[src/hdl/ecbu_pkg.sv]
// Shared types, constants and tables of the camera basis block.
// No dependencies.
`default_nettype none

package ecbu_pkg;

  localparam int ANG_W      = 17;
  localparam int ZOOM_W     = 14;
  localparam int VEC_W      = 16;
  localparam int OFS_W      = 12;
  localparam int SCR_W      = 8;
  localparam int SENS_W     = 16;
  localparam int CFG_DATA_W = 17;
  localparam int CFG_IDX_W  = 3;
  localparam int WIDE_W     = 21;
  localparam int CORD_W     = 32;
  localparam int Z_W        = 26;
  localparam int QDEPTH     = 2;
  localparam int QPTR_W     = 1;

  localparam logic signed [WIDE_W-1:0] HALF_TURN    = 21'sd46080;
  localparam logic signed [WIDE_W-1:0] FULL_TURN    = 21'sd92160;
  localparam logic signed [WIDE_W-1:0] PITCH_LIMIT  = 21'sd22784;
  localparam logic signed [ANG_W-1:0]  QUARTER_TURN = 17'sd23040;
  localparam logic signed [CORD_W-1:0] CORDIC_GAIN  = 32'sd652032874;
  localparam logic signed [VEC_W:0]    ONE_Q14      = 17'sd16384;
  localparam logic [ZOOM_W-1:0]        ZOOM_MIN     = 14'd256;

  typedef enum logic [CFG_IDX_W-1:0] {
    CFG_SENS        = 3'd0,
    CFG_WUP_X       = 3'd1,
    CFG_WUP_Y       = 3'd2,
    CFG_WUP_Z       = 3'd3,
    CFG_START_YAW   = 3'd4,
    CFG_START_PITCH = 3'd5
  } cfg_idx_t;

  typedef enum logic [2:0] {
    F_IDLE,
    F_MUL,
    F_ADD,
    F_WRAP,
    F_PUSH
  } front_state_t;

  typedef enum logic [3:0] {
    B_IDLE,
    B_CORD,
    B_FM1,
    B_FM2,
    B_FM3,
    B_CROSS,
    B_SQ,
    B_SQRT,
    B_DINIT,
    B_DIV,
    B_DSTORE,
    B_DONE
  } back_state_t;

  typedef struct packed {
    logic signed [ANG_W-1:0] yaw;
    logic signed [ANG_W-1:0] pitch;
    logic [ZOOM_W-1:0]       zoom;
  } qitem_t;

  typedef struct packed {
    logic signed [VEC_W-1:0] x;
    logic signed [VEC_W-1:0] y;
    logic signed [VEC_W-1:0] z;
  } world_up_t;

  typedef struct packed {
    logic push;
    logic full;
    logic pop;
    logic avail;
  } q_ctl_t;

  // atan(2^-i) in 1/65536 degree
  function automatic logic signed [Z_W-1:0] atan_val(input logic [3:0] i);
    logic signed [Z_W-1:0] v;
    case (i)
      4'd0:    v = 26'sd2949120;
      4'd1:    v = 26'sd1740967;
      4'd2:    v = 26'sd919879;
      4'd3:    v = 26'sd466945;
      4'd4:    v = 26'sd234379;
      4'd5:    v = 26'sd117304;
      4'd6:    v = 26'sd58666;
      4'd7:    v = 26'sd29335;
      4'd8:    v = 26'sd14668;
      4'd9:    v = 26'sd7334;
      4'd10:   v = 26'sd3667;
      4'd11:   v = 26'sd1833;
      4'd12:   v = 26'sd917;
      4'd13:   v = 26'sd458;
      4'd14:   v = 26'sd229;
      default: v = 26'sd115;
    endcase
    return v;
  endfunction

endpackage

`default_nettype wire

[src/hdl/ecbu_fifo.sv]
// Two-entry queue between the front and back parts.
// Depends on ecbu_pkg.
`default_nettype none

module ecbu_fifo (
  input  wire logic            clk,
  input  wire logic            rst_n,
  input  wire ecbu_pkg::q_ctl_t ctl_in,
  output ecbu_pkg::q_ctl_t     ctl_out,
  input  wire ecbu_pkg::qitem_t wr_data,
  output ecbu_pkg::qitem_t     rd_data
);
  import ecbu_pkg::*;

  qitem_t            mem_r [QDEPTH];
  logic [QPTR_W-1:0] wp_r, rp_r;
  logic [QPTR_W:0]   cnt_r;
  logic              do_push, do_pop;

  assign do_push = ctl_in.push && (cnt_r != (QPTR_W+1)'(QDEPTH));
  assign do_pop  = ctl_in.pop && (cnt_r != '0);

  always_comb begin
    ctl_out       = '0;
    ctl_out.full  = (cnt_r == (QPTR_W+1)'(QDEPTH));
    ctl_out.avail = (cnt_r != '0);
  end

  assign rd_data = mem_r[rp_r];

  always_ff @(posedge clk) begin
    if (!rst_n) begin
      wp_r  <= '0;
      rp_r  <= '0;
      cnt_r <= '0;
    end else begin
      if (do_push) wp_r <= wp_r + 1'b1;
      if (do_pop) rp_r <= rp_r + 1'b1;
      if (do_push && !do_pop) cnt_r <= cnt_r + 1'b1;
      else if (do_pop && !do_push) cnt_r <= cnt_r - 1'b1;
    end
  end

  always_ff @(posedge clk) begin
    if (do_push) mem_r[wp_r] <= wr_data;
  end

endmodule

`default_nettype wire

[config.mk]
export PLATFORM = sky130hd
export DESIGN_NAME = ecbu_fifo
export DESIGN_NICKNAME = d
export VERILOG_FILES = /design/src/hdl/ecbu_pkg.sv /design/src/hdl/ecbu_fifo.sv
export SDC_FILE = /design/constraint.sdc
export NUM_CORES = 1
export LEC_CHECK = 0
export BUFFER_PORTS_ARGS = -buffer_cell sky130_fd_sc_hd__buf_2
export CAP_MARGIN = 5
export CORE_ASPECT_RATIO = 0.75
export CORE_MARGIN = 2
export CORE_UTILIZATION = 51
export DETAILED_ROUTE_END_ITERATION = 10
export PLACE_DENSITY = 0.85
export SLEW_MARGIN = 20
export SYNTH_ARGS = -nofsm -noshare
export SYNTH_HDL_FRONTEND = slang
export SYNTH_SLANG_ARGS = --single-unit
export TNS_END_PERCENT = 100
[constraint.sdc]
create_clock -name clk -period 3.4 [get_ports clk]
set_input_delay 0.68 -clock clk [delete_from_list [all_inputs] [get_ports clk]]
set_output_delay 0.68 -clock clk [all_outputs]
set_load 0.05 [all_outputs]
**Word-level counts from Yosys, hierarchy flattened**

Memories as Yosys holds them, arrays and structs flattened. A register that Yosys moved wholly into a read port is not among the register bits.
Index checks and enable logic that the tools add are counted.

- $add $sub $neg: 4
- $mul: 0
- Divide/modulo/power cells: 0
- $lt $le $gt $ge: 0
- Equality and inequality tests: 2
- Shifts and indexed selects: 0
- Multiplexer cells: 6
- Bitwise logic cells: 0
- Reduce and logical (&&, ||, !) cells: 8

Operator list:

| operator | count |
|---|---|
| logical AND 1 bit | 4 |
| 2-to-1 mux 1 bit | 4 |
| 2-to-1 mux 2 bit | 2 |
| nonzero test 2 bit | 2 |
| adder 1 bit (second input constant) | 2 |
| adder 2 x 1 -> 2 bit (second input constant) | 1 |
| == test 2 bit (second input constant) | 1 |
| logical NOT 1 bit | 2 |
| != test 2 bit (second input constant) | 1 |
| subtractor 2 x 1 -> 2 bit (second input constant) | 1 |

- Register bits: 4
- Bits in latches: 0
- Memory bits (writable): 96
- ROM bits: 0
- Input port bits: 54
- Output and inout port bits: 52
- Logic and storage cells: 24
- Memories: 1

Memories:

| name | depth | width | read ports | clocked after Yosys merged registers in | write ports | RTL line | source |
|---|---|---|---|---|---|---|---|
| mem_r | 2 | 48 | 1 | 1 | 1 | ecbu_fifo.sv:15 | `qitem_t mem_r [QDEPTH];` |

**Logic depth before layout (Yosys ltp)**

Gate-level depths: netlist of the first run.

- Depth in word-level cells: 6
- Mapped depth: 7
- Mapped depth without buffers: 7

**Least setup slack after synthesis of the first run**

No wires, ideal clock.

- Path kind: input -> register
- Start point: input ctl_in[3] (netlist bit)
- End point: memory mem_r[0][0] (netlist bit) (enable)
- Library setup time: 447 ps
- Data arrival time: 2662 ps
- Required time: 2953 ps
- Slack: 292 ps
- Cell stages on the path: 2
- Buffers on the path: 0
- Cells stage by stage: inv_1 nor3_2

- Longest elaborated chain between the ends: 3

Ends and longest elaborated chain:

| element | RTL line | source |
|---|---|---|
| from (decl) | ecbu_fifo.sv:8 | `input wire ecbu_pkg::q_ctl_t ctl_in,` |
| logical AND 1 bit | ecbu_fifo.sv:20 | `assign do_push = ctl_in.push && (cnt_r != (QPTR_W+1)'(QDEPTH));` |
| 2-to-1 mux 1 bit | ecbu_fifo.sv:45 | `if (do_push) mem_r[wp_r] <= wr_data;` |
| 2-to-1 mux 1 bit (not written as such) | ecbu_fifo.sv:45 |  |
| to (decl) | ecbu_fifo.sv:15 |  |

No other way between the ends.

==> out/qor.yml, run 1 <==
logic_synthesis:
  synth-edff-count: 96
  ys_async_sr_fraction: 0
  synth_area_um2: 3720
  synth-seq-cells: 101
  avgSynthCellArea_um2: 21.0
  synth_top_cell_by_area: "edfxtp_1"
  synthDominantCellAreaShare: 0.776
  synthCells: 177
  synth_flop_cell: "edfxtp_1"
  synth_cell_types: 25
  ys_warn_count: 0
  seq_area_frac_synth: 0.803
  synthTopCellsByArea: "edfxtp_1 78%, mux2_2 8.5%, mux2_1 6.1%"
floorplanning:
  core_area_um2: 6930
  die_h_um: 77.9
  die_area_um2: 7990
  die_w_um: 103
  io_pins: 106
  initial_utilization: 0.536
  row_count: 26
clock_network:
  clock_path_buffers: 2
  clockRootBuffer: "clkbuf_8"
  ctsHtreeMaxLevel: 3
  cts_setup_buffers: 0
  clk_latency_ps: 350
  cts_hold_buf: 0
  clock-sinks: 101
  clk_pin_slew_ps: 90
  cts_made_buffers: 9
  cts_tree: "done"
  ctsResizeCount: 0
sta:
  clock_skew_ps: 7.52
  fmax_mhz: 393
  slew_headroom: 0.562
  setup_viol: 0
  setup_slack_ps: 853
  period_minus_slack_ps: 2550
  fin_tns_setup_ps: 0
  rsz0062_at_grt: "false"
  worstMarginPinSlew_ps: 657
  hold_viol_final: 0
  fin_crit_sh: 0.749
  finalMaxSlewViolations: 0
finish:
  final_cell_mix: "101 x buf_2, 96 x edfxtp_1, 28 x mux2_2"
  drive_gt1_frac: 0.522
  antenna_cells: 0
  nNetsFinal: 342
  area_growth_pct: 22.3
  mostFrequentLayoutCell: "buf_2"
pwr:
  p_leak_nw: 1.72
  peakVddDrop_mv: 0.605
  p_per_area_nw_per_um2: 844
run_status:
  status: "finished clean"
worst_setup_path:
  required_ps: 2720
  cp_max_fo: 20
  start_kind: "flop"
  endpoint_kind: "output pin"
  cp.arrival_ps: 1870
  path_class: "reg2out"
drt:
  wl_met3_um: 424
  wirelength_mm: 6.03
  post-route-drc-count: 0
  viasPerCell: 4.87
  avgRoutedWirePerCell_um: 15.5
  drt_iter0_markers: 79
  drtAntennaViolNets: 0
  route.met2.wl_mm: 3.09
  drt_first_pass_iters: 4
  vias: 1896
  drt-met1-wl_mm: 2.44
  top_layer: "met4"
global_route:
  grt_max_degree: 50
  track_usage: 0.157
  antenna_found_initial: 0
  first_global_vias: 1991
  grt_pass1_wl_mm: 9.28
  grt-ovfl-total: 0
min_path:
  min_path_type: "in2reg"
run:
  maxCapViolCount: 0
place:
  io_buffers: 101
  gp_congestion: 0.700
  pre_cts_ws_ps: 1200
  dp_hpwl_mm: 4.02
## kinds of logic (layout without fill, tap and decap cells)
family,after synthesis,count (layout),synth area share
flip-flops,101,101,0.803
multiplexers,48,48,0.145
AND/OR/NAND/NOR,9,9,0.0155
buffers and inverters,9,122,0.0162
AO/OA/AOI/OAI,5,5,0.00875
XOR/XNOR,3,3,0.00707
adder cells (fa/ha/maj),1,1,0.00337
other,1,2,0.00101
## metrics by stage
step                hold WS [ps]  cell area [µm²]  std cells  utilization  total power, mW
floorplan                    479             3720        178            -             2.79
global placement             499             4330        374        0.625             3.06
detailed placement           529             4330        374        0.625             3.09
CTS                          495             4540        389        0.656             3.88
global route                 487             4540        389        0.656             3.99
finish                       518             4540        389        0.656             3.83
## power by group
group          leakage (nW)  internal, mW  switching, mW
clock network         0.107         0.411          0.375
registers             0.938          1.56         0.0711
logic                 0.672         0.385           1.03
## worst paths after layout
| kind | start | endpoint | slack, ps | cells after the start |
|---|---|---|---|---|
| worst max-delay path | flop | rd_data[29] | 850 | 3 |
| worst min-delay path | wr_data[9] | mem_r[0][9]$_DFFE_PP_ | 520 | 1 |
| worst max register to register | cnt_r[0]$_SDFFE_PN0P_ | mem_r[1][20]$_DFFE_PP_ | 1440 | 3 |
| worst min register to register | cnt_r[1]$_SDFFE_PN0P_ | cnt_r[1]$_SDFFE_PN0P_ | 540 | 2 |
## sequential cells by signal, indices dropped and copies added (netlist names), named ones only
register  flops
rp_r          1
cnt_r         2
mem_r        96
wp_r          1
## cells in the mapped netlist, types with 2 or more instances
| cell type | number |
|---|---|
| mux2_1 | 20 |
| dfxtp_1 | 5 |
| buf_6 | 2 |
| mux2_2 | 28 |
| xnor2_1 | 2 |
| buf_4 | 2 |
| and2_1 | 3 |
| edfxtp_1 | 96 |
| buf_2 | 3 |
## critical path, stage by stage, from the launching register on
cell,delay [ps]
dfxtp_2,560
buf_4,360
mux2_2,380
buf_2,220
## cell type report
cell class	instances	area (µm²)
multi-input cells	68	684
well taps	98	123
clock buffers	9	124
fillers	478	2380
repair buffers	105	536
inverters	2	7.51
flip-flops and latches	101	2980
clock inverters	6	86.3
## routing by layer
layer | up-vias | global-route usage
met1 | 922 | 0.171
met2 | 67 | 0.280
li1 | 898 | -
met4 | 0 | 0.0600
met3 | 9 | 0.0541
met5 | - | 0
(Power assumes the default switching activity.)
==> inputs of run 2 (changes only) <==
ABC_AREA = 1   (was unset)
PLACE_DENSITY = 0.84   (was 0.85)
clock period = 2.6 ns   (was 3.4 ns; I/O delays follow)
==> run 2 against run 1 <==
Compared with the run above: final area up 2.5%; wire length increased by 2.2%; total power rose by 29%; largest power group unchanged; sequential share of layout area fell by 1.6 points; hold slack lost 170 ps; count of clock-buffer cells in the layout did not move; final cell count increased by 3.9%; worst setup slack worse by 400 ps.
==> out/qor.yml, run 2 <==
floorplanning:
  io_pins: 106
  row_count: 27
  core_area_um2: 7300
  die_w_um: 104
  initial_utilization: 0.522
  die_h_um: 78.8
  die_area_um2: 8180
logic_synthesis:
  ys_top_cells_by_count: "96 x edfxtp_1, 28 x mux2_2, 20 x mux2_4"
  ys_async_sr_fraction: 0
  yosysMostFrequentCell: "edfxtp_1"
  synth-seq-cells: 101
  synth_area_um2: 3810
  synth_flop_cell: "edfxtp_1"
  synth-edff-count: 96
  synthTopCellsByArea: "edfxtp_1 76%, mux2_2 8.3%, mux2_4 7.9%"
  synthDominantCellAreaShare: 0.757
  avgSynthCellArea_um2: 20.1
  ys_warn_count: 0
  seq_area_frac_synth: 0.784
  synth_top_cell_by_area: "edfxtp_1"
  synthCells: 189
  synth_cell_types: 18
sta:
  rsz0062_at_grt: "false"
  fmax_mhz: 467
  fin_tns_setup_ps: 0
  holdWs_ps: 347
  finalMaxSlewViolations: 0
  fin_crit_sh: 0.824
  hold_viol_final: 0
  clock_skew_ps: 6.75
  setup_viol: 0
  period_minus_slack_ps: 2140
  setup_slack_ps: 457
finish:
  fin_util: 0.638
  antenna_cells: 0
  largest_register_ffs: 96
  drive_gt1_frac: 0.568
  final_cells: 404
  area_growth_pct: 22.4
  top_regs: "mem_r x96, cnt_r x2"
  final_cell_mix: "101 x buf_2, 96 x edfxtp_1, 28 x mux2_2"
  fillCellCount: 567
  nNetsFinal: 355
  top_register: "mem_r"
  final_area_um2: 4660
  mostFrequentLayoutCell: "buf_2"
pwr:
  switchingPower_mw: 1.85
  p_comb_frac: 0.363
  power.internal_mw: 3.12
  power.share.sequential: 0.428
  peakVddDrop_mv: 0.571
  p_per_area_nw_per_um2: 1070
  power_mw: 4.96
  power_switching_share: 0.372
  p_leak_nw: 1.81
  clockPowerShare: 0.209
run_status:
  status: "finished clean"
clock_network:
  ctsResizeCount: 0
  clockRootBuffer: "clkbuf_8"
  cts_setup_buffers: 0
  cts_tree: "done"
  clock-sinks: 101
  clk_pin_slew_ps: 90
  ctsHtreeMaxLevel: 3
  clock_path_buffers: 2
  cts_hold_buf: 0
  cts_made_buffers: 9
  clk_latency_ps: 350
worst_setup_path:
  required_ps: 2080
  path_buf_inv: 2
  critPathTopFamily: "buffers and inverters"
  cp_slowest_stage_delay_ps: 380
  reg2reg_to: "cnt_r[1]$_SDFFE_PN0P_"
  path_cells: "buf_12 > mux2_2 > buf_2"
  reg2reg_slack_ps: 980
  ff2ff_path_depth: 9
  slowest_stage: "mux2_2"
  r2r_start: "cnt_r[1]$_SDFFE_PN0P_"
  cp.depth: 3
  cp.arrival_ps: 1620
  endpoint_kind: "output pin"
  start_kind: "flop"
  cp_max_fo: 48
  path_class: "reg2out"
run:
  maxCapViolCount: 0
place:
  io_buffers: 101
  place_inst: 390
  dp_hpwl_mm: 4.15
  pre_cts_ws_ps: 846
  gp_congestion: 0.764
  dpl_cell_area_um2: 4450
min_path:
  min_path_type: "in2reg"
  worstHoldStart: "wr_data[26]"
  hold_path_end: "mem_r[0][26]$_DFFE_PP_"
  hold_depth: 1
global_route:
  first_global_vias: 2006
  grt_pass1_wl_mm: 9.65
  grt_max_degree: 49
  track_usage: 0.157
  antenna_found_initial: 0
  grt-ovfl-total: 0
drt:
  post-route-drc-count: 0
  viasPerCell: 4.81
  drt_iter0_markers: 78
  drtAntennaViolNets: 0
  vias: 1945
  drt_first_pass_iters: 4
  avgRoutedWirePerCell_um: 15.2
  wirelength_mm: 6.16
run 2: cell types whose count changed in the layout (fill, tap and decap cells not counted), moves of 2 or more:
| cell | delta |
|---|---|
| mux2_4 | +20 |
| and2_1 | -3 |
| mux2_1 | -20 |
| nor2_1 | +6 |
| xnor2_1 | -2 |
| nor2_4 | +2 |
| nand2_1 | +7 |
| inv_1 | +7 |
run 2: area by class of cell:
type                            instances  area [µm²]  area share
Clock buffer                            9         124      0.0266
Timing Repair Buffer                  106         556       0.119
Multi-Input combinational cell         74         753       0.162
Inverter                                8        30.0     0.00645
Clock inverter                          5        85.1      0.0183
Tap cell                              101         126      0.0271
Sequential cell                       101        2980       0.641
run 2: worst max-delay path by stage:
stage / endpoint / startpoint
6_report: rd_data[26] / flop
5_1_grt: rd_data[26] / flop
3_5_place_dp: rd_data[41] / flop
3_3_place_gp: rd_data[41] / flop
4_1_cts: rd_data[41] / flop
2_1_floorplan: mem_r[0][0]$_DFFE_PP_ / ctl_in[3]
run 2: kinds of logic after synthesis:
family,Yosys count,share of synthesized area
buf+inv,15,0.0233
compound gates,5,0.00822
simple gates,18,0.0187
mux,48,0.162
fa+ha+maj,1,0.00329
other cells,1,0.000985
flops,101,0.784
run 2: metal layers:
| metal | vias to the layer above | share of wire | global-route usage |
|---|---|---|---|
| li1 | 933 | - | - |
| met1 | 938 | 0.41 | 0.182 |
| met2 | 68 | 0.52 | 0.276 |
| met3 | 6 | 0.066 | 0.0640 |
| met4 | 0 | 0.0083 | 0.0405 |
| met5 | - | 0 | 0 |
run 2: power groups by stage:
stage,Sequential (mW),Combinational [mW],Clock (mW)
after global routing,2.15,1.89,1.13
after global placement,2.14,1.79,0
after detailed placement,2.16,1.82,0
after floorplan,2.15,1.46,0
final,2.12,1.80,1.04
after CTS,2.13,1.82,1.07
