==> config.mk <==
export PLATFORM = sky130hd
export DESIGN_NAME = ecbu_front
export DESIGN_NICKNAME = d
export VERILOG_FILES = /design/src/hdl/ecbu_pkg.sv /design/src/hdl/ecbu_front.sv
export SDC_FILE = /design/constraint.sdc
export NUM_CORES = 1
export LEC_CHECK = 0
export BUFFER_PORTS_ARGS = -buffer_cell sky130_fd_sc_hd__clkbuf_2
export CAP_MARGIN = 20
export CORE_ASPECT_RATIO = 1.4
export CORE_MARGIN = 10
export CORE_UTILIZATION = 60
export CTS_CLUSTER_SIZE = 8
export DETAILED_ROUTE_END_ITERATION = 10
export PLACE_DENSITY = 0.79
export REMOVE_ABC_BUFFERS = 1
export SLEW_MARGIN = 20
export SYNTH_ARGS = -nofsm -noshare
export SYNTH_HDL_FRONTEND = slang
export SYNTH_SLANG_ARGS = --single-unit
==> constraint.sdc <==
create_clock -name clk -period 7.45 [get_ports clk]
set_input_delay 1.49 -clock clk [delete_from_list [all_inputs] [get_ports clk]]
set_output_delay 1.49 -clock clk [all_outputs]
set_load 0.1 [all_outputs]
==> src/hdl/ecbu_pkg.sv <==
// Shared types, constants and tables of the camera basis block.
// No dependencies.
`default_nettype none

package ecbu_pkg;

  localparam int ANG_W      = 17;
  localparam int ZOOM_W     = 14;
  localparam int VEC_W      = 16;
  localparam int OFS_W      = 12;
  localparam int SCR_W      = 8;
  localparam int SENS_W     = 16;
  localparam int CFG_DATA_W = 17;
  localparam int CFG_IDX_W  = 3;
  localparam int WIDE_W     = 21;
  localparam int CORD_W     = 32;
  localparam int Z_W        = 26;
  localparam int QDEPTH     = 2;
  localparam int QPTR_W     = 1;

  localparam logic signed [WIDE_W-1:0] HALF_TURN    = 21'sd46080;
  localparam logic signed [WIDE_W-1:0] FULL_TURN    = 21'sd92160;
  localparam logic signed [WIDE_W-1:0] PITCH_LIMIT  = 21'sd22784;
  localparam logic signed [ANG_W-1:0]  QUARTER_TURN = 17'sd23040;
  localparam logic signed [CORD_W-1:0] CORDIC_GAIN  = 32'sd652032874;
  localparam logic signed [VEC_W:0]    ONE_Q14      = 17'sd16384;
  localparam logic [ZOOM_W-1:0]        ZOOM_MIN     = 14'd256;

  typedef enum logic [CFG_IDX_W-1:0] {
    CFG_SENS        = 3'd0,
    CFG_WUP_X       = 3'd1,
    CFG_WUP_Y       = 3'd2,
    CFG_WUP_Z       = 3'd3,
    CFG_START_YAW   = 3'd4,
    CFG_START_PITCH = 3'd5
  } cfg_idx_t;

  typedef enum logic [2:0] {
    F_IDLE,
    F_MUL,
    F_ADD,
    F_WRAP,
    F_PUSH
  } front_state_t;

  typedef enum logic [3:0] {
    B_IDLE,
    B_CORD,
    B_FM1,
    B_FM2,
    B_FM3,
    B_CROSS,
    B_SQ,
    B_SQRT,
    B_DINIT,
    B_DIV,
    B_DSTORE,
    B_DONE
  } back_state_t;

  typedef struct packed {
    logic signed [ANG_W-1:0] yaw;
    logic signed [ANG_W-1:0] pitch;
    logic [ZOOM_W-1:0]       zoom;
  } qitem_t;

  typedef struct packed {
    logic signed [VEC_W-1:0] x;
    logic signed [VEC_W-1:0] y;
    logic signed [VEC_W-1:0] z;
  } world_up_t;

  typedef struct packed {
    logic push;
    logic full;
    logic pop;
    logic avail;
  } q_ctl_t;

  // atan(2^-i) in 1/65536 degree
  function automatic logic signed [Z_W-1:0] atan_val(input logic [3:0] i);
    logic signed [Z_W-1:0] v;
    case (i)
      4'd0:    v = 26'sd2949120;
      4'd1:    v = 26'sd1740967;
      4'd2:    v = 26'sd919879;
      4'd3:    v = 26'sd466945;
      4'd4:    v = 26'sd234379;
      4'd5:    v = 26'sd117304;
      4'd6:    v = 26'sd58666;
      4'd7:    v = 26'sd29335;
      4'd8:    v = 26'sd14668;
      4'd9:    v = 26'sd7334;
      4'd10:   v = 26'sd3667;
      4'd11:   v = 26'sd1833;
      4'd12:   v = 26'sd917;
      4'd13:   v = 26'sd458;
      4'd14:   v = 26'sd229;
      default: v = 26'sd115;
    endcase
    return v;
  endfunction

endpackage

`default_nettype wire

==> src/hdl/ecbu_front.sv <==
// Front part: accepts events, updates yaw, pitch and zoom, holds the registers.
// Depends on ecbu_pkg; feeds ecbu_fifo.
`default_nettype none

module ecbu_front #(
  parameter int MAX_ZOOM_DEG = 45
) (
  input  wire logic                                 clk,
  input  wire logic                                 rst_n,
  input  wire logic                                 in_valid,
  output logic                                      in_ready,
  input  wire logic signed [ecbu_pkg::OFS_W-1:0]    in_x_offset,
  input  wire logic signed [ecbu_pkg::OFS_W-1:0]    in_y_offset,
  input  wire logic signed [ecbu_pkg::SCR_W-1:0]    in_scroll_offset,
  input  wire logic                                 in_constrain_pitch,
  input  wire logic                                 cfg_valid,
  output logic                                      cfg_ready,
  input  wire logic [ecbu_pkg::CFG_IDX_W-1:0]       cfg_index,
  input  wire logic [ecbu_pkg::CFG_DATA_W-1:0]      cfg_data,
  output ecbu_pkg::world_up_t                       world_up,
  output logic                                      q_push,
  input  wire logic                                 q_full,
  output ecbu_pkg::qitem_t                          q_data
);
  import ecbu_pkg::*;

  localparam int ZOOM_CAP_I = (MAX_ZOOM_DEG * 256 > 16383) ? 16383 : MAX_ZOOM_DEG * 256;
  localparam logic [ZOOM_W-1:0] ZOOM_CAP = ZOOM_W'(ZOOM_CAP_I);
  localparam int PROD_W = OFS_W + SENS_W + 1;

  front_state_t st_r, st_nxt;

  logic [SENS_W-1:0]       sens_r;
  world_up_t               wu_r;
  logic signed [ANG_W-1:0] yaw_r, pitch_r;
  logic [ZOOM_W-1:0]       zoom_r;

  logic signed [OFS_W-1:0]  xo_r, yo_r;
  logic signed [SCR_W-1:0]  so_r;
  logic                     cp_r;
  logic signed [WIDE_W-1:0] dy_r, dp_r, ya_r, pa_r;
  logic [ZOOM_W-1:0]        za_r;

  logic signed [PROD_W-1:0] px, py;
  logic signed [ZOOM_W+3:0] zs;
  logic [ZOOM_W-1:0]        zc;
  logic y_hi, y_lo, p_hi, p_lo, p_above, p_below, y_ok, p_ok;
  logic signed [WIDE_W-1:0] ya_nxt, pa_nxt;

  function automatic logic signed [ANG_W-1:0] wrap17(input logic [ANG_W-1:0] v);
    logic signed [ANG_W:0] s;
    s = $signed({v[ANG_W-1], v});
    if (s >= 18'sd46080) s = s - 18'sd92160;
    else if (s < -18'sd46080) s = s + 18'sd92160;
    return s[ANG_W-1:0];
  endfunction

  // delta = floor((offset * sens + 128) / 256)
  assign px = $signed({{(PROD_W-OFS_W){xo_r[OFS_W-1]}}, xo_r}) *
              $signed({{(PROD_W-SENS_W){1'b0}}, sens_r}) + PROD_W'(128);
  assign py = $signed({{(PROD_W-OFS_W){yo_r[OFS_W-1]}}, yo_r}) *
              $signed({{(PROD_W-SENS_W){1'b0}}, sens_r}) + PROD_W'(128);

  always_comb begin
    zs = $signed({4'd0, zoom_r}) - $signed({{(ZOOM_W+4-SCR_W-8){so_r[SCR_W-1]}}, so_r, 8'd0});
    if (zs < $signed({4'd0, ZOOM_MIN})) zc = ZOOM_MIN;
    else if (zs > $signed({4'd0, ZOOM_CAP})) zc = ZOOM_CAP;
    else zc = zs[ZOOM_W-1:0];
  end

  always_comb begin
    y_hi    = ya_r >= HALF_TURN;
    y_lo    = ya_r < -HALF_TURN;
    p_hi    = pa_r >= HALF_TURN;
    p_lo    = pa_r < -HALF_TURN;
    p_above = pa_r > PITCH_LIMIT;
    p_below = pa_r < -PITCH_LIMIT;
    y_ok    = !y_hi && !y_lo;
    p_ok    = cp_r ? !(p_above || p_below) : !(p_hi || p_lo);
    if (y_hi) ya_nxt = ya_r - FULL_TURN;
    else if (y_lo) ya_nxt = ya_r + FULL_TURN;
    else ya_nxt = ya_r;
    if (cp_r) begin
      if (p_above) pa_nxt = PITCH_LIMIT;
      else if (p_below) pa_nxt = -PITCH_LIMIT;
      else pa_nxt = pa_r;
    end else begin
      if (p_hi) pa_nxt = pa_r - FULL_TURN;
      else if (p_lo) pa_nxt = pa_r + FULL_TURN;
      else pa_nxt = pa_r;
    end
  end

  always_comb begin
    st_nxt = st_r;
    unique case (st_r)
      F_IDLE: if (in_valid) st_nxt = F_MUL;
      F_MUL:  st_nxt = F_ADD;
      F_ADD:  st_nxt = F_WRAP;
      F_WRAP: if (y_ok && p_ok) st_nxt = F_PUSH;
      F_PUSH: if (!q_full) st_nxt = F_IDLE;
      default: st_nxt = F_IDLE;
    endcase
  end

  always_comb begin
    in_ready = (st_r == F_IDLE);
    q_push   = (st_r == F_PUSH) && !q_full;
  end

  assign cfg_ready    = 1'b1;
  assign world_up     = wu_r;
  assign q_data.yaw   = ya_r[ANG_W-1:0];
  assign q_data.pitch = pa_r[ANG_W-1:0];
  assign q_data.zoom  = za_r;

  always_ff @(posedge clk) begin
    if (!rst_n) st_r <= F_IDLE;
    else st_r <= st_nxt;
  end

  always_ff @(posedge clk) begin
    if (!rst_n) begin
      sens_r  <= 16'd6554;
      wu_r    <= '{x: 16'sd0, y: 16'sd16384, z: 16'sd0};
      yaw_r   <= -17'sd23040;
      pitch_r <= 17'sd0;
      zoom_r  <= ZOOM_CAP;
    end else if (cfg_valid && cfg_ready) begin
      unique case (cfg_idx_t'(cfg_index))
        CFG_SENS:        sens_r  <= cfg_data[SENS_W-1:0];
        CFG_WUP_X:       wu_r.x  <= cfg_data[VEC_W-1:0];
        CFG_WUP_Y:       wu_r.y  <= cfg_data[VEC_W-1:0];
        CFG_WUP_Z:       wu_r.z  <= cfg_data[VEC_W-1:0];
        CFG_START_YAW:   yaw_r   <= wrap17(cfg_data);
        CFG_START_PITCH: pitch_r <= wrap17(cfg_data);
        default: ;
      endcase
    end else if (q_push) begin
      // commit the updated angles and zoom as the beat leaves; a cfg write in that cycle wins
      yaw_r   <= ya_r[ANG_W-1:0];
      pitch_r <= pa_r[ANG_W-1:0];
      zoom_r  <= za_r;
    end
  end

  always_ff @(posedge clk) begin
    case (st_r)
      F_IDLE: if (in_valid) begin
        xo_r <= in_x_offset;
        yo_r <= in_y_offset;
        so_r <= in_scroll_offset;
        cp_r <= in_constrain_pitch;
      end
      F_MUL: begin
        dy_r <= px[PROD_W-1:8];
        dp_r <= py[PROD_W-1:8];
      end
      F_ADD: begin
        ya_r <= WIDE_W'(yaw_r) + dy_r;
        pa_r <= WIDE_W'(pitch_r) + dp_r;
        za_r <= zc;
      end
      F_WRAP: begin
        ya_r <= ya_nxt;
        pa_r <= pa_nxt;
      end
      default: ;
    endcase
  end

endmodule

`default_nettype wire

**Word level (Yosys, flattened, before mapping)**

Cells that the tools add are included.

- Magnitude comparators: 10
- Reduce and logical (&&, ||, !) cells: 26
- Mux-type cells: 23
- Add/sub/neg operators: 11
- Multipliers: 2
- Bitwise gates (word level): 1
- Equal/unequal tests: 17

Operators by type and width:

| operator | number |
|---|---|
| $mux 21 | 7 |
| $mux 17 | 8 |
| $pmux 21 s2 | 2 |
| $add 29x9->29 const B | 2 |
| $mul 12x17->29 | 2 |
| $add 17x21->21 | 2 |
| $add 21x18->21 const B | 2 |
| $ge 21x17->1 const B | 2 |
| $lt 21x17->1 const B | 2 |
| $sub 21x18->21 const B | 2 |
| $gt 21x16->1 const B | 1 |
| $lt 21x16->1 const B | 1 |
| $reduce_and 2->1 | 9 |
| $add 17x17->17 const B | 1 |
| $ge 17x17->1 const B | 1 |
| $gt 17x15->1 const B | 1 |
| $lt 17x10->1 const B | 1 |
| $lt 17x17->1 const B | 1 |
| $sub 15x16->17 | 1 |
| $sub 17x17->17 const B | 1 |
| $pmux 3 s5 | 1 |
| $mux 14 | 1 |
| $eq 3x2->1 const B | 4 |
| $eq 3x3->1 const B | 3 |
| other kinds (15) | 32 |

- Input bits: 58
- Output and inout port bits: 99
- Register bits: 246
- Logic and storage cells: 108

**Logic depth before layout (Yosys ltp)**

Gate-level depths: netlist (run 1).

- Word-level depth: 7
- Mapped depth: 22
- Gate-level depth less buffers: 21

**Worst setup path after synthesis (run 1)**

No wires, ideal clock.

- Kind: in2reg
- From: input port q_full
- To: register pitch_r[15]
- Stages on the path: 7
- Library setup time: 60 ps
- Arrival time: 6423 ps
- Path slack: 967 ps
- Required time: 7390 ps
- Buffers on the path: 2
- Path through: nor4b_1 nand2_1 o21ai_0 clkbuf_1 clkbuf_1 o2111ai_1 nand2_1

- Longest elaborated chain between the ends: 4

Ends and longest elaborated chain:

| element | line | source |
|---|---|---|
| start, declared | ecbu_front.sv:22 | `input wire logic q_full,` |
| $logic_not 1->1 | ecbu_front.sv:108 | `q_push = (st_r == F_PUSH) && !q_full;` |
| $logic_and 1x1->1 | ecbu_front.sv:108 |  |
| $reduce_bool 2->1 (no line) | n/a |  |
| $reduce_and 2->1 (no line) | n/a |  |
| end signal, assigned | ecbu_front.sv:136 | `CFG_START_PITCH: pitch_r <= wrap17(cfg_data);` |
| end signal, assigned | ecbu_front.sv:142 | `pitch_r <= pa_r[ANG_W-1:0];` |
| end, declared | ecbu_front.sv:35 | `logic signed [ANG_W-1:0] yaw_r, pitch_r;` |

No other way between the ends.
A chain may end at the register's enable or synchronous reset.

**Final worst setup path (run 1)**

- From: register sens_r[5]
- To: register dp_r[20], data pin

- Longest elaborated chain between the ends: 2

Ends and longest elaborated chain:

| element | line | source |
|---|---|---|
| start, declared | ecbu_front.sv:33 | `logic [SENS_W-1:0] sens_r;` |
| start signal, assigned | ecbu_front.sv:131 | `CFG_SENS: sens_r <= cfg_data[SENS_W-1:0];` |
| $mul 12x17->29 | ecbu_front.sv:61 | `assign py = $signed({{(PROD_W-OFS_W){yo_r[OFS_W-1]}}, yo_r}) *` |
| $add 29x9->29 | ecbu_front.sv:62 | `$signed({{(PROD_W-SENS_W){1'b0}}, sens_r}) + PROD_W'(128);` |
| named net py[28] | ecbu_front.sv:44 | `logic signed [PROD_W-1:0] px, py;` |
| end signal, assigned | ecbu_front.sv:157 | `dp_r <= py[PROD_W-1:8];` |
| end, declared | ecbu_front.sv:41 | `logic signed [WIDE_W-1:0] dy_r, dp_r, ya_r, pa_r;` |

The timed path passes the listed nets, and every way through them passes these cells.

==> key figures, run 1 <==
STA
  – Pins Over Slew Limit: 0
  – Hold_ws: 0.4650 ns
  – Count of final setup violators: 0
  – Period minus WS final: 6.743 ns
  – Crit path setup slack, layout: ~0.7 ns
  – Clock Skew: 0.01942 ns
  – Period utilization: 0.9051
  – Rel. slew slack: 0.2835
  – Actual slew at the worst max-slew pin: between 1 and 1.5 ns
  – Hold Vio Cnt, Final: 0
  – Setup TNS: 0 ns
  – Peak Freq: 0.1483 GHz
  – RSZ-0062 raised after global routing: no

Job
  – Max Cap Violations: 0

Floorplanning
  – Die footprint: 0.04969 mm^2
  – Die Y: 259.8 um
  – Core Area: 0.04049 mm^2
  – Ports: between 150 and 200
  – Initial core utilization: 0.6086
  – Die W: 191.3 um
  – Num rows: 87

Worst setup path
  – R2R depth: 19
  – Critical R2R Launch: sens_r[5]$_SDFFE_PN0P_
  – CP Class: flop to flop
  – Critical Path Start: sens_r[5]$_SDFFE_PN0P_
  – Register-to-register setup slack: a little over 0.7 ns
  – Worst EP arrival: 7.02 ns
  – Crit path required time: between 7 and 8 ns
  – Setup crit end: dp_r[20]$_DFFE_PP_
  – Reg2reg end: dp_r[20]$_DFFE_PP_
  – CP Max Fanout: 25
  – CP startpoint kind: flop
  – Crit. End Element: flop

Power
  – Pwr dens: 305.2 mW/mm^2
  – Max IR drop VDD: 0.2190 mV
  – LEAKAGE: 0.01267 uW

Synthesis
  – Synth Register Bits: 246
  – Number of library cell types mapped by synthesis: 68
  – Syn Inst Count: between 2k and 3k
  – Post-synth ARST share: 0
  – Most used DFF post-synth: edfxtp_1
  – Syn avg cell area: 9.185 um^2
  – Seq/Total Area, Yosys: 0.2530
  – Mapped Area: 0.02464 mm^2
  – EDFF count, synth: 131
  – Synth warnings: 0

CTS
  – TritonCTS clock tree: built
  – CTS buffer count: 37
  – Skew-Pair Late Insertion Delay: 0.54 ns
  – Post-cts repair resize count: 0
  – Worst-path clk slew: ~0.05 ns
  – Post-CTS Setup Bufs: 0
  – Clk sinks: about 250
  – CTS root buffer: clkbuf_16
  – Buffer levels on the longest clock path: 3
  – Hold Buf Count CTS: 0
  – H-tree depth: 2

Layout
  – Filler cells: 3,191
  – Fraction of layout instances using a drive strength above 1: 0.08597
  – Layout Nets: ~3.3k
  – Inserted Diodes: 0
  – Post-Layout Cell Count: 3,314
  – Synthesis-to-layout area growth: 8.519%

Global routing
  – Global-route usage over all layers: 0.2613
  – First-pass GRT wire length: 104,800 um
  – Pin count of the biggest net entering global routing: 117
  – Overflow after GRT: 0
  – Vias in the first global route: 20.18k
  – Initial antenna violation count: 0

Routing
  – DR pass1 iterations: 5
  – Aggregate routed wire length: 64,040 um
  – Via count: around 19k
  – Avg Vias per Cell: 5.778
  – Routed Antenna Nets: 0
  – WL per Instance: 19.32 um
  – Initial DRC Count: 1,392
  – # DRC: 0

Worst hold path
  – Min-delay worst type: flop to flop

Place
  – Placed cells: roughly 3.2k
  – DP Worst Slack: 0.8216 ns
  – I/O Buffers: approximately 160
  – GP Congestion: 0.9620
  – DP HPWL: 49,230 um

Outcome
  – Status: finished clean
## worst max-delay path: stages, from the launching register on
cell and delay [ns]:
dfxtp_1 0.93, nand2_1 0.20, fa_1 0.59, inv_1 0.05
fa_1 0.48, fa_1 0.52, fa_1 0.55, inv_1 0.06
fa_1 0.56, inv_1 0.05, ha_1 0.34, and3_1 0.20
and4_1 0.24, nand3_1 0.08, nor3_1 0.26, o2111ai_1 0.22
a21boi_0 0.56, a311oi_1 0.25, o21bai_1 0.24, xnor2_1 0.09
## cell families after synthesis
group	synth area share
simple gates	0.1661
buf+inv	0.08667
fa+ha+maj	0.3452
compound gates	0.1100
flops	0.2530
xor+xnor	0.02772
mux	0.01107
other cells	0.0001522
## flip-flops by register name (all words and copies together), names as in the netlist
name      cells
cp_r          1
st_r          3
pa_r         21
so_r          8
ya_r         21
xo_r         12
dy_r         21
dp_r         21
sens_r       16
za_r         14
yo_r         12
yaw_r        17
world_up     48
zoom_r       14
pitch_r      17
## cells in the final DEF (no fill, tap or decap), drive strengths merged, types with 11 or more instances in the layout
master / count
a21oi: 89
o211ai: 20
o21ai: 61
xnor2: 53
fa: 285
nand2: 463
ha: 224
and3: 13
o211a: 23
mux2i: 25
a21o: 28
nor2b: 21
a211oi: 11
a21boi: 77
clkbuf: 213
nor3: 30
xor2: 25
dfxtp: 115
nor2: 128
edfxtp: 131
o21a: 28
nand2b: 21
nand3: 32
and2: 142
inv: 392
buf: 23
## through the flow
stage	total power [uW]	area, um^2	utilization
floorplan	5388	23980	-
global placement	6325	25600	0.6321
detailed placement	6535	25610	0.6323
CTS	8170	26700	0.6594
global route	8846	26740	0.6604
finish	8163	26740	0.6604
## cells in the mapped netlist (all sizes together) (6+ instances only)
cell	n	area [um^2]
nand2b	21	131.4
xnor2	53	464.2
dfxtp	115	2302
inv	391	1468
nor3b	6	45.04
o21ai	61	305.3
a21o	28	210.2
buf	40	281.5
a21boi	77	578.1
o211a	23	230.2
and2	142	888.4
clkbuf	103	386.6
ha	224	2803
and3	13	81.33
a211oi	11	82.58
o21a	28	210.2
mux2i	25	250.2
nor3	30	150.1
o21bai	7	52.55
nor2b	21	131.4
xor2	25	219.0
a21oi	89	445.4
o211ai	20	150.1
edfxtp	131	3934
nand2	463	1738
fa	285	5705
nand3	32	160.2
nor2	128	480.5
nand4	7	43.79
## worst min-delay path by stage
stage	from	to	slack (ns)	cells past startpoint
3_3_place_gp	world_up[30]$_SDFFE_PN1P_	world_up[30]$_SDFFE_PN1P_	0.45	2
2_1_floorplan	pitch_r[15]$_SDFFE_PN0P_	pitch_r[15]$_SDFFE_PN0P_	0.44	2
3_5_place_dp	world_up[43]$_SDFFE_PN0P_	world_up[43]$_SDFFE_PN0P_	0.46	2
4_1_cts	world_up[22]$_SDFFE_PN0P_	world_up[22]$_SDFFE_PN0P_	0.47	2
6_report	world_up[39]$_SDFFE_PN0P_	world_up[39]$_SDFFE_PN0P_	0.46	2
5_1_grt	world_up[22]$_SDFFE_PN0P_	world_up[22]$_SDFFE_PN0P_	0.49	2
## final cells by class
class                      instances  area (um^2)  share of cell area
multi-input combinational       1903        16310              0.6099
sequential                       246         6236              0.2332
inverter                         391         1468             0.05488
clock buffer                      59         1051             0.03930
timing repair buffer             177        964.7             0.03607
tap                              534        668.1             0.02498
clock inverter                     4        45.04            0.001684
## layer usage
| layer | part of all wire | GRT usage |
|---|---|---|
| met4 | 0.053 | 0.1309 |
| met1 | 0.38 | 0.3101 |
| met5 | 0 | 0 |
| met3 | 0.074 | 0.03965 |
| met2 | 0.50 | 0.4514 |
## where the power goes
| group | switching (uW) | internal [uW] |
|---|---|---|
| clock network | 631 | 965 |
| registers | 161 | 1840 |
| logic | 2760 | 1810 |
Note: power is estimated with default switching activity, not from simulation.
==> run 2, diff against run 1 <==
Settings changed: PLACE_DENSITY 0.79 to not set, PLACE_DENSITY_LB_ADDON set to 0.25.
Clock period 7.45 ns to 8.38 ns, I/O delays scaled along.
==> key figures, run 2 (same netlist as run 1, synthesis figures left out) <==
CTS
  – Clk sinks: 246 (unchanged)
  – Hold Buf Count CTS: 0 (unchanged)
  – TritonCTS clock tree: built
  – Worst-path clk slew: 0.05 ns (about the same)
  – Post-cts repair resize count: 0 (unchanged)
  – CTS buffer count: 37 (unchanged)
  – CTS root buffer: clkbuf_16
  – H-tree depth: 2 (unchanged)
  – Skew-Pair Late Insertion Delay: 0.53 ns (about the same)
  – Post-CTS Setup Bufs: 0 (unchanged)
  – Buffer levels on the longest clock path: 3 (unchanged)

Place
  – DP Worst Slack: 1.491 ns (+0.6696 ns)
  – I/O Buffers: 155 (unchanged)
  – GP Congestion: 0.9764 (+1.5%)
  – DP HPWL: 48,880 um (-0.73%)

Worst setup path
  – CP startpoint kind: flop
  – Crit. End Element: flop
  – Worst EP arrival: 7.11 ns (+0.09 ns)
  – Crit path required time: 8.65 ns (+0.93 ns)
  – CP Max Fanout: 25 (unchanged)
  – CP Class: flop to flop

Layout
  – Inserted Diodes: 0 (unchanged)
  – Layout Nets: 3,320 (-0.090%)
  – Core Util, Final: 0.6582 (-0.002255)
  – Fraction of layout instances using a drive strength above 1: 0.08534 (-0.0006273)
  – Synthesis-to-layout area growth: 8.149%
  – Most common cell after layout, fill and taps aside: nand2_1
  – Max reg flops: 48 (unchanged)
  – Most frequent cells in the layout: 463 x nand2_1, 391 x inv_1, 285 x fa_1

Power
  – NetSw: 3091 uW (-13%)
  – Clock Power Share: 0.190 (-0.006)
  – LEAKAGE: 0.01263 uW (-0.33%)
  – Reg power frac: 0.249 (+0.004)
  – Power share of the combinational group: 0.562 (+0.003)
  – Net switching fraction of the power: 0.4325 (-0.002233)
  – P_int: 4057 uW (-12%)
  – Max IR drop VDD: 0.1841 mV (-16%)
  – Pwr dens: 268.2 mW/mm^2 (-12%)

Floorplanning
  – Initial core utilization: 0.6086 (unchanged)
  – Die W: 191.3 um (unchanged)
  – Core Area: 0.04049 mm^2 (unchanged)
  – Die Y: 259.8 um (unchanged)
  – Die footprint: 0.04969 mm^2 (unchanged)
  – Num rows: 87 (unchanged)
  – Ports: 157 (unchanged)

STA
  – Count of final setup violators: 0 (unchanged)
  – Pins Over Slew Limit: 0 (unchanged)
  – Setup TNS: 0 ns (unchanged)
  – Rel. slew slack: 0.3272 (+0.04370)
  – RSZ-0062 raised after global routing: no
  – Clock Skew: 0.02638 ns (+0.006959 ns)
  – Actual slew at the worst max-slew pin: 1.009 ns (-0.06160 ns)
  – Hold Vio Cnt, Final: 0 (unchanged)
  – Period minus WS final: 6.843 ns (+0.09958 ns)
  – Crit path setup slack, layout: 1.537 ns (+0.8304 ns)
  – Period utilization: 0.8166 (-0.08857)
  – Peak Freq: 0.1461 GHz (-1.5%)

Global routing
  – Pin count of the biggest net entering global routing: 77 (-34%)
  – Initial antenna violation count: 0 (unchanged)
  – First-pass GRT wire length: 103,100 um (-1.7%)
  – Vias in the first global route: 19.93k (-1.2%)
  – Overflow after GRT: 0 (unchanged)
  – Global-route usage over all layers: 0.2573 (-0.004032)

Routing
  – Initial DRC Count: 1,199 (-14%)
  – Avg Vias per Cell: 5.734 (-0.76%)
  – WL per Instance: 19.18 um (-0.73%)
  – DR pass1 iterations: 5 (unchanged)
  – Routed Antenna Nets: 0 (unchanged)
  – Aggregate routed wire length: 63,520 um (-0.82%)
  – # DRC: 0 (unchanged)
  – Via count: 18.99k (-0.85%)

Outcome
  – Status: finished clean

Job
  – Max Cap Violations: 0 (unchanged)

Worst hold path
  – Min-delay worst type: flop to flop
==> run 2: path summary, 6_finish.rpt <==
check	start	to	slack (ns)	cells past startpoint
worst max-delay path	sens_r[4]$_SDFFE_PN1P_	dp_r[20]$_DFFE_PP_	1.54	18
worst max register to register	sens_r[4]$_SDFFE_PN1P_	dp_r[20]$_DFFE_PP_	1.54	18
worst min-delay path	world_up[17]$_SDFFE_PN0P_	world_up[17]$_SDFFE_PN0P_	0.46	2
worst min register to register	world_up[17]$_SDFFE_PN0P_	world_up[17]$_SDFFE_PN0P_	0.46	2
==> run 2: power groups by stage <==
stage | clock [uW] | combinational, uW | sequential, uW
after global placement | 0 | 3830 | 1790
after floorplan | 0 | 2790 | 2000
after CTS | 1390 | 4000 | 1780
final | 1360 | 4010 | 1780
after global routing | 1430 | 4540 | 1790
after detailed placement | 0 | 3970 | 1800
==> run 2: worst max-delay path: stages (launching register included) <==
cell	delay (ns)
dfxtp_1	0.88
nand2_1	0.19
fa_1	0.51
fa_1	0.53
inv_1	0.06
fa_1	0.51
inv_1	0.05
fa_1	0.47
inv_1	0.05
fa_1	0.47
ha_1	0.32
o21a_1	0.20
a2111oi_1	0.81
nor3_1	0.20
o2111ai_1	0.33
a21boi_0	0.27
a311oi_1	0.48
o21bai_1	0.13
xnor2_1	0.14
==> run 2: area by class of cell <==
type	count	area, um^2
clock inverter	4	27.53
multi-input combinational	1903	16310
clock buffer	59	1018
inverter	391	1468
timing repair buffer	174	922.1
sequential	246	6238
tap	534	668.1
fill	3286	13840
==> run 2: metrics by stage <==
step,power [uW],cells,area [um^2],hold WS (ns)
after floorplan,4790,2540,23980,0.4383
after global placement,5620,3246,25570,0.4504
after detailed placement,5767,3246,25580,0.4583
after CTS,7163,3309,26620,0.4648
after global routing,7771,3311,26650,0.4829
final,7148,3311,26650,0.4610
==> run 2: layer usage <==
layer | vias to the layer above | track usage | part of all wire
li1 | 8783 | - | -
met1 | 9377 | 0.3060 | 0.38
met2 | 666 | 0.4537 | 0.50
met3 | 159 | 0.03174 | 0.065
met4 | 0 | 0.1181 | 0.051
met5 | - | 0 | 0
==> run 3, diff against run 2 <==
Settings changed: CORE_UTILIZATION 60 to 57.
Clock period 8.38 ns to 5.7 ns, I/O delays scaled along.
==> key figures, run 3 (same netlist as run 1, synthesis figures left out) <==
STA
  – Actual slew at the worst max-slew pin: 1.079 ns (+0.06925 ns)
  – Hold_ws: 0.4629 ns (+0.001908 ns)
  – Period utilization: 0.9903 (+0.1738)
  – Clock Skew: 0.01075 ns (-0.01563 ns)
  – RSZ-0062 raised after global routing: yes
  – Peak Freq: 0.1772 GHz (+21%)
  – Hold Vio Cnt, Final: 0 (unchanged)
  – Setup TNS: 0 ns (unchanged)
  – Pins Over Slew Limit: 0 (unchanged)
  – Period minus WS final: 5.645 ns (-1.198 ns)
  – Rel. slew slack: 0.2810 (-0.04617)
  – Count of final setup violators: 0 (unchanged)

Worst hold path
  – Min-delay worst type: flop to flop

Routing
  – Aggregate routed wire length: 64,690 um (+1.9%)
  – DR pass1 iterations: 5 (unchanged)
  – Initial DRC Count: 1,118 (-6.8%)
  – Routed Antenna Nets: 0 (unchanged)
  – WL per Instance: 18.43 um (-3.9%)
  – Via count: 19.45k (+2.5%)
  – Avg Vias per Cell: 5.542 (-3.3%)
  – # DRC: 0 (unchanged)

Worst setup path
  – Register-to-register setup slack: 0.06 ns (-1.48 ns)
  – CP Max Fanout: 6 (-76%)
  – R2R depth: 22 (+4)
  – Reg2reg end: dp_r[17]$_DFFE_PP_
  – Crit path required time: 6.06 ns (-2.59 ns)
  – Setup crit end: dp_r[17]$_DFFE_PP_
  – Critical R2R Launch: yo_r[3]$_DFFE_PP_
  – Worst EP arrival: 6.00 ns (-1.11 ns)
  – CP startpoint kind: flop
  – Critical Path Start: yo_r[3]$_DFFE_PP_
  – CP Class: flop to flop
  – Crit. End Element: flop

Layout
  – Final Cell Area: 0.02872 mm^2 (+7.8%)
  – Filler cells: 3,397 (+3.4%)
  – Fraction of layout instances using a drive strength above 1: 0.1788 (+0.09349)
  – Max reg flops: 48 (unchanged)
  – Core Util, Final: 0.6695 (+0.01132)
  – Synthesis-to-layout area growth: 16.56%
  – Reg area: 0.006269 mm^2 (+0.48%)
  – Post-Layout Cell Count: 3,510 (+6.0%)
  – Most frequent cells in the layout: 454 x nand2_1, 365 x inv_1, 269 x fa_1
  – Area used by multi-input combinational logic: 0.01675 mm^2 (+2.7%)
  – Layout Nets: 3,501 (+5.5%)
  – Inserted Diodes: 0 (unchanged)
  – Most common cell after layout, fill and taps aside: nand2_1

Power
  – Max IR drop VDD: 0.4273 mV (+130%)
  – LEAKAGE: 0.01361 uW (+7.8%)
  – Pwr dens: 422.2 mW/mm^2 (+57%)

Floorplanning
  – Die footprint: 0.05207 mm^2 (+4.8%)
  – Core Area: 0.04290 mm^2 (+6.0%)
  – Ports: 157 (unchanged)
  – Initial core utilization: 0.5744 (-0.03418)
  – Die W: 195.7 um (+2.3%)
  – Die Y: 266.0 um (+2.4%)
  – Num rows: 90 (+3.4%)

Place
  – GP Congestion: 0.9166 (-6.1%)
  – I/O Buffers: 155 (unchanged)
  – DP HPWL: 51,110 um (+4.6%)
  – Post-DP Area: 0.02678 mm^2 (+4.7%)
  – Placed cells: 3,413 (+5.1%)

CTS
  – TritonCTS clock tree: built
  – CTS buffer count: 37 (unchanged)
  – Clk sinks: 246 (unchanged)
  – CTS root buffer: clkbuf_16
  – Worst-path clk slew: 0.05 ns (about the same)
  – Skew-Pair Late Insertion Delay: 0.54 ns (about the same)
  – Buffer levels on the longest clock path: 3 (unchanged)
  – H-tree depth: 2 (unchanged)

Global routing
  – First-pass GRT wire length: 103,900 um (+0.86%)
  – Overflow after GRT: 0 (unchanged)
  – Initial antenna violation count: 0 (unchanged)
  – Global-route usage over all layers: 0.2438 (-0.01352)
  – Vias in the first global route: 20.35k (+2.1%)
  – Pin count of the biggest net entering global routing: 72 (-6.5%)

Job
  – Max Cap Violations: 0 (unchanged)

Outcome
  – Status: finished clean
## run 3: how the worst min path moves through the flow
stage,startpoint,endpoint,slack (ns),cells after the start
floorplan,pitch_r[15]$_SDFFE_PN0P_,pitch_r[15]$_SDFFE_PN0P_,0.44,2
global placement,world_up[26]$_SDFFE_PN0P_,world_up[26]$_SDFFE_PN0P_,0.45,2
detailed placement,world_up[31]$_SDFFE_PN0P_,world_up[31]$_SDFFE_PN0P_,0.46,2
CTS,world_up[31]$_SDFFE_PN0P_,world_up[31]$_SDFFE_PN0P_,0.46,2
global route,world_up[43]$_SDFFE_PN0P_,world_up[43]$_SDFFE_PN0P_,0.48,2
finish,world_up[31]$_SDFFE_PN0P_,world_up[31]$_SDFFE_PN0P_,0.46,2
## run 3: metal layers
metal | GRT usage | routed length, um | up-vias
met4 | 0.09057 | 2249 | 0
met3 | 0.04003 | 3941 | 135
met1 | 0.2877 | 25450 | 9542
met2 | 0.4348 | 33060 | 634
li1 | - | - | 9141
met5 | 0 | 0 | -
## run 3: report_power, final
group | internal [uW] | total [uW] | switching [uW]
clock network | 1230 | 2050 | 816
logic | 3500 | 7520 | 4020
registers | 2400 | 2560 | 153
total | 7140 | 12100 | 4990
## run 3: repair_timing
item | in CTS | in global routing
hold buffers | 0 | 0
gates resized for setup | 35 | 133
setup buffers | 9 | 27
pin swaps | 8 | 95
setup endpoints to repair | 14 | 22
## run 3: per-stage QoR
step	setup WS [ns]	power [uW]
after global routing	-0.1094	13120
after CTS	-0.0002109	11390
final	0.05528	12130
after floorplan	-1.301	7043
after detailed placement	-0.3818	9186
after global placement	-0.2481	8985
## run 3: worst max-delay path, stage by stage (launching register included)
cell       delay [ns]
edfxtp_1         0.44
buf_6            0.18
buf_12           0.13
nand2_4          0.06
fa_1             0.42
fa_1             0.50
inv_2            0.04
fa_1             0.52
fa_1             0.53
inv_2            0.04
fa_1             0.52
inv_2            0.06
ha_4             0.26
and3_4           0.18
and4_4           0.26
nand3_4          0.08
nor3_4           0.27
o2111ai_4        0.18
a21boi_2         0.22
buf_4            0.16
o21a_1           0.18
o21ai_1          0.09
a22oi_1          0.18
## run 3: cell type report
type	count	area share
multi-input combinational	1903	0.5830
sequential	246	0.2182
timing repair buffer	355	0.08668
inverter	391	0.05123
clock buffer	60	0.03598
tap	552	0.02404
clock inverter	3	0.0007841
